$ cat src/stbc_pkg.sv
// ----------------------------------------------------------------------------
// stbc_pkg
// Types and constants shared by the speaker tone and beep controller.
// ----------------------------------------------------------------------------
`default_nettype none

package stbc_pkg;

    // Command codes carried in the opcode field.
    typedef enum logic [1:0] {
        OP_TONE   = 2'd0,
        OP_STOP   = 2'd1,
        OP_BEEP   = 2'd2,
        OP_UPDATE = 2'd3
    } opcode_t;

    // Controller sequencer states.
    typedef enum logic [1:0] {
        ST_IDLE,
        ST_RUN,
        ST_EMIT
    } ctrl_state_t;

    // Frequency limits and timer input clock, in hertz.
    localparam logic [31:0] FREQ_MIN  = 32'd20;
    localparam logic [31:0] FREQ_MAX  = 32'd20000;
    localparam int          CLOCK_W   = 21;
    localparam logic [CLOCK_W-1:0] CLOCK_HZ = 21'd1193182;

    // Widths of the frequency divider operands.
    localparam int FREQ_W    = 15;
    localparam int DIVISOR_W = 16;

    // Millisecond to tick conversion.
    localparam int          DUR_W     = 33;
    localparam logic [32:0] ROUND_ADD = 33'd9;
    localparam int          TICK_W    = 4;
    localparam logic [TICK_W-1:0] TICK_MS = 4'd10;

    // Both speaker gate bits.
    localparam logic [1:0] GATE_MASK = 2'b11;

    // One input item.
    typedef struct packed {
        opcode_t     opcode;
        logic [31:0] frequency;
        logic [31:0] beep_len_ms;
        logic [31:0] now_tick;
    } cmd_t;

    // One result item.
    typedef struct packed {
        logic [15:0] tone_divisor;
        logic        divisor_loaded;
        logic [1:0]  gate_bits;
        logic        beep_running;
    } status_t;

endpackage

`default_nettype wire

$ cat src/speaker_tone_beep_controller.sv
// ----------------------------------------------------------------------------
// speaker_tone_beep_controller
// Tone generator divisor and speaker gate control with a timed beep.
//
//   Channel | Signals                        | Carries
//   --------+--------------------------------+------------------------------
//   in      | in_valid, in_ready, in_data    | one command (cmd_t)
//   out     | out_valid, out_ready, out_data | state after it (status_t)
//   cfg     | cfg_valid, cfg_ready, cfg_data | speaker_enabled bit
//
// Tone and beep commands with the speaker enabled pass through ST_RUN from
// transfer to result: the bit-serial divide by ten of the rounded 33-bit
// millisecond count sets the length; the 21-step frequency divider runs
// alongside it. Stop, update and disabled commands go straight to ST_EMIT.
// The result register frees the input side: a new command is taken while the
// previous result waits. Reset clears control state and disables the speaker.
// ----------------------------------------------------------------------------
`default_nettype none

module speaker_tone_beep_controller (
    input  wire logic              clk,
    input  wire logic              rst_n,
    input  wire logic              in_valid,
    output logic                   in_ready,
    input  wire stbc_pkg::cmd_t    in_data,
    output logic                   out_valid,
    input  wire logic              out_ready,
    output stbc_pkg::status_t      out_data,
    input  wire logic              cfg_valid,
    output logic                   cfg_ready,
    input  wire logic              cfg_data
);

    // Sequencer and held command.
    stbc_pkg::ctrl_state_t state_reg, state_next;
    stbc_pkg::cmd_t        cmd_reg;
    logic                  run_reg;

    // Architectural state.
    logic                  enabled_reg;
    logic [31:0]           stop_tick_reg, stop_tick_next;
    logic                  armed_reg, armed_next;
    logic [1:0]            gate_reg, gate_next;
    logic [15:0]           divisor_reg, divisor_next;

    // Result register.
    logic                  out_valid_reg;
    stbc_pkg::status_t     out_data_reg, result;

    logic                  accept;
    logic                  commit;
    logic                  needs_div;
    logic [31:0]           freq_clamped;
    logic                  freq_busy, tick_busy;
    logic [15:0]           quotient;
    logic [31:0]           ticks;
    logic [31:0]           since_stop;

    assign accept    = in_valid && in_ready;
    assign cfg_ready = 1'b1;
    assign needs_div = enabled_reg && ((in_data.opcode == stbc_pkg::OP_TONE)
                                    || (in_data.opcode == stbc_pkg::OP_BEEP));

    // Clamp the requested frequency into the audible range.
    always_comb
    begin
        freq_clamped = in_data.frequency;
        if (freq_clamped < stbc_pkg::FREQ_MIN)
        begin
            freq_clamped = stbc_pkg::FREQ_MIN;
        end
        if (freq_clamped > stbc_pkg::FREQ_MAX)
        begin
            freq_clamped = stbc_pkg::FREQ_MAX;
        end
    end

    stbc_freq_div u_freq_div (
        .clk       (clk),
        .rst_n     (rst_n),
        .start     (accept && needs_div),
        .frequency (freq_clamped[stbc_pkg::FREQ_W-1:0]),
        .busy      (freq_busy),
        .quotient  (quotient)
    );

    stbc_tick_div u_tick_div (
        .clk         (clk),
        .rst_n       (rst_n),
        .start       (accept && needs_div),
        .beep_len_ms (in_data.beep_len_ms),
        .busy        (tick_busy),
        .ticks       (ticks)
    );

    // Next state of the sequencer and the handshake outputs.
    always_comb
    begin
        state_next = state_reg;
        in_ready   = 1'b0;
        commit     = 1'b0;
        case (state_reg)
            stbc_pkg::ST_IDLE:
            begin
                in_ready = 1'b1;
                if (in_valid)
                begin
                    state_next = needs_div ? stbc_pkg::ST_RUN : stbc_pkg::ST_EMIT;
                end
            end
            stbc_pkg::ST_RUN:
            begin
                if (!freq_busy && !tick_busy)
                begin
                    state_next = stbc_pkg::ST_EMIT;
                end
            end
            stbc_pkg::ST_EMIT:
            begin
                if (!out_valid_reg || out_ready)
                begin
                    commit     = 1'b1;
                    state_next = stbc_pkg::ST_IDLE;
                end
            end
            default:
            begin
                state_next = stbc_pkg::ST_IDLE;
            end
        endcase
    end

    // Command effect on the speaker state.
    always_comb
    begin
        stop_tick_next = stop_tick_reg;
        armed_next     = armed_reg;
        gate_next      = gate_reg;
        divisor_next   = divisor_reg;
        since_stop     = cmd_reg.now_tick - stop_tick_reg;
        case (cmd_reg.opcode)
            stbc_pkg::OP_TONE:
            begin
                if (run_reg)
                begin
                    divisor_next = quotient;
                    gate_next    = gate_reg | stbc_pkg::GATE_MASK;
                end
            end
            stbc_pkg::OP_STOP:
            begin
                gate_next      = gate_reg & ~stbc_pkg::GATE_MASK;
                armed_next     = 1'b0;
                stop_tick_next = '0;
            end
            stbc_pkg::OP_BEEP:
            begin
                if (run_reg)
                begin
                    divisor_next   = quotient;
                    gate_next      = gate_reg | stbc_pkg::GATE_MASK;
                    stop_tick_next = cmd_reg.now_tick + ticks;
                    armed_next     = 1'b1;
                end
            end
            stbc_pkg::OP_UPDATE:
            begin
                if (armed_reg && !since_stop[31])
                begin
                    gate_next      = gate_reg & ~stbc_pkg::GATE_MASK;
                    armed_next     = 1'b0;
                    stop_tick_next = '0;
                end
            end
            default:
            begin
                gate_next = gate_reg;
            end
        endcase
        result.tone_divisor   = divisor_next;
        result.divisor_loaded = run_reg;
        result.gate_bits      = gate_next;
        result.beep_running   = armed_next;
    end

    // Control and architectural registers.
    always_ff @(posedge clk or negedge rst_n)
    begin
        if (!rst_n)
        begin
            state_reg     <= stbc_pkg::ST_IDLE;
            enabled_reg   <= 1'b0;
            stop_tick_reg <= '0;
            armed_reg     <= 1'b0;
            gate_reg      <= '0;
            divisor_reg   <= '0;
            out_valid_reg <= 1'b0;
            run_reg       <= 1'b0;
        end
        else
        begin
            state_reg <= state_next;
            if (cfg_valid && cfg_ready)
            begin
                enabled_reg <= cfg_data;
            end
            if (accept)
            begin
                run_reg <= needs_div;
            end
            if (commit)
            begin
                stop_tick_reg <= stop_tick_next;
                armed_reg     <= armed_next;
                gate_reg      <= gate_next;
                divisor_reg   <= divisor_next;
                out_valid_reg <= 1'b1;
            end
            else if (out_ready)
            begin
                out_valid_reg <= 1'b0;
            end
        end
    end

    // Held command and result payload.
    always_ff @(posedge clk)
    begin
        if (accept)
        begin
            cmd_reg <= in_data;
        end
        if (commit)
        begin
            out_data_reg <= result;
        end
    end

    assign out_valid = out_valid_reg;
    assign out_data  = out_data_reg;

endmodule

`default_nettype wire

$ cat src/stbc_freq_div.sv
// ----------------------------------------------------------------------------
// stbc_freq_div
// Bit-serial restoring divider: timer clock divided by the tone frequency,
// one quotient bit per cycle.
// ----------------------------------------------------------------------------
`default_nettype none

module stbc_freq_div (
    input  wire logic                             clk,
    input  wire logic                             rst_n,
    input  wire logic                             start,
    input  wire logic [stbc_pkg::FREQ_W-1:0]      frequency,
    output logic                                  busy,
    output logic [stbc_pkg::DIVISOR_W-1:0]        quotient
);

    localparam int STEPS = stbc_pkg::CLOCK_W;
    localparam int CNT_W = $clog2(STEPS);
    localparam int FW    = stbc_pkg::FREQ_W;

    logic                busy_reg;
    logic [CNT_W-1:0]    count_reg;
    logic [STEPS-1:0]    dvd_reg;
    logic [FW-1:0]       dsr_reg;
    logic [FW-1:0]       rem_reg;
    logic [STEPS-1:0]    quo_reg;

    logic [FW:0]         rem_shift;
    logic                fits;
    logic [FW:0]         rem_diff;
    logic [FW-1:0]       rem_next;

    // One restoring step on the current remainder.
    always_comb
    begin
        rem_shift = {rem_reg, dvd_reg[STEPS-1]};
        fits      = rem_shift >= {1'b0, dsr_reg};
        rem_diff  = rem_shift - {1'b0, dsr_reg};
        rem_next  = fits ? rem_diff[FW-1:0] : rem_shift[FW-1:0];
    end

    // Control: run for one step per dividend bit.
    always_ff @(posedge clk or negedge rst_n)
    begin
        if (!rst_n)
        begin
            busy_reg  <= 1'b0;
            count_reg <= '0;
        end
        else if (start)
        begin
            busy_reg  <= 1'b1;
            count_reg <= '0;
        end
        else if (busy_reg)
        begin
            count_reg <= count_reg + 1'b1;
            if (count_reg == CNT_W'(STEPS - 1))
            begin
                busy_reg <= 1'b0;
            end
        end
    end

    // Datapath shift registers.
    always_ff @(posedge clk)
    begin
        if (start)
        begin
            dvd_reg <= stbc_pkg::CLOCK_HZ;
            dsr_reg <= frequency;
            rem_reg <= '0;
            quo_reg <= '0;
        end
        else if (busy_reg)
        begin
            dvd_reg <= {dvd_reg[STEPS-2:0], 1'b0};
            rem_reg <= rem_next;
            quo_reg <= {quo_reg[STEPS-2:0], fits};
        end
    end

    // The quotient is at least 59 for clamped input; guard zero anyway.
    always_comb
    begin
        busy     = busy_reg;
        quotient = quo_reg[stbc_pkg::DIVISOR_W-1:0];
        if (quotient == '0)
        begin
            quotient = stbc_pkg::DIVISOR_W'(1);
        end
    end

endmodule

`default_nettype wire

$ cat src/stbc_tick_div.sv
// ----------------------------------------------------------------------------
// stbc_tick_div
// Bit-serial divide by ten that turns a beep length in milliseconds into
// ticks, rounding up, with a minimum of one tick.
// ----------------------------------------------------------------------------
`default_nettype none

module stbc_tick_div (
    input  wire logic        clk,
    input  wire logic        rst_n,
    input  wire logic        start,
    input  wire logic [31:0] beep_len_ms,
    output logic             busy,
    output logic [31:0]      ticks
);

    localparam int STEPS = stbc_pkg::DUR_W;
    localparam int CNT_W = $clog2(STEPS);
    localparam int RW    = stbc_pkg::TICK_W;

    logic                busy_reg;
    logic [CNT_W-1:0]    count_reg;
    logic [STEPS-1:0]    dvd_reg;
    logic [RW-1:0]       rem_reg;
    logic [STEPS-1:0]    quo_reg;

    logic [RW:0]         rem_shift;
    logic                fits;
    logic [RW:0]         rem_diff;
    logic [RW-1:0]       rem_next;

    // One restoring step against the constant ten.
    always_comb
    begin
        rem_shift = {rem_reg, dvd_reg[STEPS-1]};
        fits      = rem_shift >= {1'b0, stbc_pkg::TICK_MS};
        rem_diff  = rem_shift - {1'b0, stbc_pkg::TICK_MS};
        rem_next  = fits ? rem_diff[RW-1:0] : rem_shift[RW-1:0];
    end

    // Control: one step per bit of the rounded dividend.
    always_ff @(posedge clk or negedge rst_n)
    begin
        if (!rst_n)
        begin
            busy_reg  <= 1'b0;
            count_reg <= '0;
        end
        else if (start)
        begin
            busy_reg  <= 1'b1;
            count_reg <= '0;
        end
        else if (busy_reg)
        begin
            count_reg <= count_reg + 1'b1;
            if (count_reg == CNT_W'(STEPS - 1))
            begin
                busy_reg <= 1'b0;
            end
        end
    end

    // The dividend is widened by one bit so the rounding add cannot overflow.
    always_ff @(posedge clk)
    begin
        if (start)
        begin
            dvd_reg <= {1'b0, beep_len_ms} + stbc_pkg::ROUND_ADD;
            rem_reg <= '0;
            quo_reg <= '0;
        end
        else if (busy_reg)
        begin
            dvd_reg <= {dvd_reg[STEPS-2:0], 1'b0};
            rem_reg <= rem_next;
            quo_reg <= {quo_reg[STEPS-2:0], fits};
        end
    end

    // A zero-length beep still lasts one tick.
    always_comb
    begin
        busy  = busy_reg;
        ticks = quo_reg[31:0];
        if (ticks == 32'd0)
        begin
            ticks = 32'd1;
        end
    end

endmodule

`default_nettype wire

$ cat config.mk
export PLATFORM = sky130hd
export DESIGN_NAME = speaker_tone_beep_controller
export DESIGN_NICKNAME = d
export VERILOG_FILES = /design/src/stbc_pkg.sv /design/src/speaker_tone_beep_controller.sv /design/src/stbc_freq_div.sv /design/src/stbc_tick_div.sv
export SDC_FILE = /design/constraint.sdc
export NUM_CORES = 1
export LEC_CHECK = 0
export ABC_CLOCK_PERIOD_IN_PS = 8500
export BUFFER_PORTS_ARGS = -buffer_cell sky130_fd_sc_hd__buf_2
export CAP_MARGIN = 40
export CORE_ASPECT_RATIO = 1.2
export CORE_MARGIN = 2
export CORE_UTILIZATION = 35
export CTS_CLUSTER_SIZE = 8
export DETAILED_ROUTE_END_ITERATION = 10
export PLACE_DENSITY_LB_ADDON = 0.1
export SLEW_MARGIN = 20
export SYNTH_ARGS = -nofsm -noshare
export SYNTH_HDL_FRONTEND = slang
export SYNTH_HIERARCHICAL = 1
export SYNTH_SLANG_ARGS = --single-unit
$ cat constraint.sdc
create_clock -name clk -period 8.5 [get_ports clk]
set_input_delay 0 -clock clk [delete_from_list [all_inputs] [get_ports clk]]
set_output_delay 0 -clock clk [all_outputs]
set_load 0.02 [all_outputs]
==> summary.md <==
| Metric | Value |
|---|---|
| Count of vias placed by the detailed router | `11,200` |
| Number of nets in the finished design | `1,804` |
| Number of iterations in the first detailed-routing pass | `5` |
| Layout cell share with drive strength beyond 1 | `0.143` |
| Total cell area at the placement stage | `0.0151 mm2` |
| Root buf cell | `clkbuf_16` |
| Final max-slew violation count | `0` |
| Most used standard cell by instance count after synthesis | `nor2_1` |
| Ranking of synthesized cells by area | `edfxtp_1 (22%), dfxtp_1 (12%), dfrtp_1 (12%)` |
| Via-to-Cell Ratio | `5.12` |
| GR Overflow Total | `0` |
| GRT Resource Usage Total | `0.166` |
| Average size of a mapped cell | `9.83 um2` |
| Clock period minus worst slack | `3650 ps` |
| Layout Skew | `20.0 ps` |
| Worst slack on hold paths | `50.2 ps` |
| IO Count | `127` |
| Number of flip-flops under the largest register name | `34` |
| Initial core utilization | `0.355` |
| Number of input and output port buffers inserted | `125` |
| Slew at the pin with the worst max-slew slack | `~840 ps` |
| Number of DRC markers in iteration 0 | `489` |
| Maximum number of pins on one net before global-route repair | `69` |
| Net Sw Frac | `0.375` |
| Power dissipated by switching net loads | `2270 uW` |
| Final routed wire length divided by cell count | `16.1 um` |
| Synth async-reset ratio | `0.267` |
| Class of the tightest hold or removal check | `in -> reg` |
| Post-layout instance area | `0.0173 mm2` |
| Sequential group share of total power | `0.361` |
| Antenna violations before repair | `0` |
| Cell occurring most often along the worst timing path | `buf_4` |
| Biggest area consumer among synthesized cells | `edfxtp_1` |
| Fin cells | `2,179` |
| Synthesis-to-layout area growth | `22.3%` |
| Final Wtd Congestion | `approximately 0.79` |
| Critical path data arrival time | `3920 ps` |
| Final setup fails | `0` |
| Global-route wire length before repair | `~58,000 um` |
| Post-Syn Instances | `1,439` |
| Int Pwr | `3780 uW` |
| CP peak stage delay | `roughly 660 ps` |
| Antenna cell count | `0` |
| CTS Sinks | `258` |
| Total of warnings raised by yosys | `6` |
| Filler cell count | `3,908` |
| TritonCTS Buffers | `38` |
| IR Drop Worst-Case VDD | `129 uV` |
| Footprint of the flip-flops and latches | `0.00653 mm2` |
| Combinational share of power | `0.403` |
| Clk slew on worst S/H paths | `about 50 ps` |
| Dominant register cell in the synthesized netlist | `edfxtp_1` |
| Number of global-route vias before repair | `~11,000` |
| Final hold violations | `0` |
| Data required, critical path | `roughly 8800 ps` |
| Most frequent cells after synthesis | `nor2_1 (145), nand2_1 (130), edfxtp_1 (102)` |
| DR DRC count | `0` |
| Post-synthesis register bit count | `about 260` |
| Routed WL | `35,000 um` |
| # placed instances | `2,006` |
| Setup TNS | `0 ps` |
| Post-synthesis instance area | `around 0.014 mm2` |
| DIE HEIGHT | `224 um` |
| Util after Layout | `0.434` |
| Type of the worst setup path | `reg -> reg` |
| Clock share of power | `0.236` |
| Number of enable-type register cells in the synthesized netlist | `roughly 100` |
| Number of H-tree branching levels | `2` |
| Clock buffer depth | `3` |
| Max-slew headroom at the worst pin | `0.440` |
| Area share of the largest cell type after synthesis | `0.216` |
| RSZ-0062 raised after global routing | `false` |
| Power per standard cell area | `350 mW/mm2` |
| HPWL reported at the end of detailed placement | `23,600 um` |
| Cell variety after synth | `between 80 and 90` |
| Sequential-to-total area share from yosys stat | `0.462` |
| Critical path fanouts, max | `68` |
| Area of combinational cells with multiple inputs | `a little under 0.007 mm2` |
| Element type at the critical path end | `flip-flop` |
| Die area | `0.0421 mm2` |
| Standard cell core area | `0.0398 mm2` |
| Cell leakage power | `0.00767 uW` |
| # rows | `80` |
| Max Clk Rate | `274 MHz` |
| Horizontal die dimension | `~190 um` |
| CP max-delay cell | `buf_4` |
| Cts repair resizes | `0` |
| Insertion delay to the later sink of the worst-skew pair | `540 ps` |
| Final clock period utilization by the worst path | `0.429` |
| Status | `finished, final reports clean` |
| Syn_nets | `1,627` |
| Cells traversed along the worst timing path | `nor2_1 > nand2_1 > or2_2 > inv_4 > buf_4 > buf_4 > a31oi_1 > dlygate4sd3_1` |
| CTS tree | `done` |
| CP Launch Type | `flip-flop` |
| Max capacitance violation total | `0` |
| Number of nets with antenna violations after detailed routing | `0` |
per-stage QoR:
| stage | setup slack, ps | total power (uW) |
|---|---|---|
| floorplan | 5460 | 3990 |
| global placement | 5130 | 4550 |
| detailed placement | 5070 | 4570 |
| CTS | 4780 | 6110 |
| global route | 4550 | 6550 |
| finish | 4850 | 6060 |
metal layers:
metal  routed length (um)  up-vias  GRT usage
met1                15900     5334      0.212
met3                 1290       66     0.0262
met2                16900      188      0.286
met5                    0        -          0
met4                  913        0     0.0582
li1                     -     5569          -
path summary, 6_finish.rpt:
| path | from | end | slack [ps] | cells past startpoint |
|---|---|---|---|---|
| setup / recovery | state_reg[1]$_DFFE_PN0P_ | u_tick_div/dvd_reg[19]$_DFFE_PP_ | 4850 | 8 |
| max in group asynchronous | rst_n | u_tick_div/busy$_DFF_PN0_ | 7810 | 3 |
| min in group asynchronous | rst_n | out_valid$_DFFE_PN0P_ | 100 | 3 |
| hold / removal | in_data[80] | u_freq_div/dsr_reg[4]$_DFFE_PP_ | 50 | 4 |
| hold reg to reg | u_freq_div/dvd_reg[1]$_SDFFE_PP1P_ | u_freq_div/dvd_reg[1]$_SDFFE_PP1P_ | 450 | 1 |
| setup reg to reg | state_reg[1]$_DFFE_PN0P_ | u_tick_div/dvd_reg[19]$_DFFE_PP_ | 4850 | 8 |
final cells by class:
type / count / share of cell area
Tap cell: 533 / 0.0385
Clock buffer: 67 / 0.0624
Timing Repair Buffer: 240 / 0.103
Inverter: 73 / 0.0160
Multi-Input combinational cell: 1005 / 0.399
Clock inverter: 3 / 0.00362
Sequential cell: 258 / 0.378
worst max-delay path, delay by kind of cell, from the launching register on:
family,cells,cell delay (ps)
buffers and inverters,4,2170
and+or+nand+nor,3,630
DFF,1,400
AOI/OAI and AO/OA,1,150
power groups by stage:
stage / registers, uW / logic (uW) / clock network [uW]
4_1_cts: 2190 / 2440 / 1480
3_5_place_dp: 2210 / 2370 / 0
2_1_floorplan: 2120 / 1870 / 0
6_report: 2180 / 2440 / 1430
5_1_grt: 2250 / 2760 / 1540
3_3_place_gp: 2210 / 2340 / 0
cell families after synthesis:
logic type / Yosys count / synth area share
DFF: 258 / 0.462
AOI/OAI and AO/OA: 302 / 0.152
muxes: 91 / 0.0661
and+or+nand+nor: 472 / 0.161
xor gates and xnor gates: 55 / 0.0340
adders and majority gates: 84 / 0.0753
buffers and inverters: 176 / 0.0503
other: 1 / 0.000265
cells in the final DEF (no fill, tap or decap), types with 26 or more instances in the layout:
master and n:
nor2_1 144, nand2_1 130, buf_2 126, edfxtp_1 102, dlygate4sd3_1 100, dfxtp_1 87, ha_1 82, a21oi_1 76
inv_1 71, mux2i_1 71, dfrtp_1 67, o21ai_0 44, clkbuf_16 38, nand3_1 36, xnor2_1 31, a31oi_1 29
clkbuf_1 27, a22o_1 26
timing repair:
action | CTS | global route
endpoints found under the hold margin | 155 | 0
setup buffers | 0 | 0
hold buffers | 101 | 0
No activity file was read; power rests on OpenSTA's default activity.
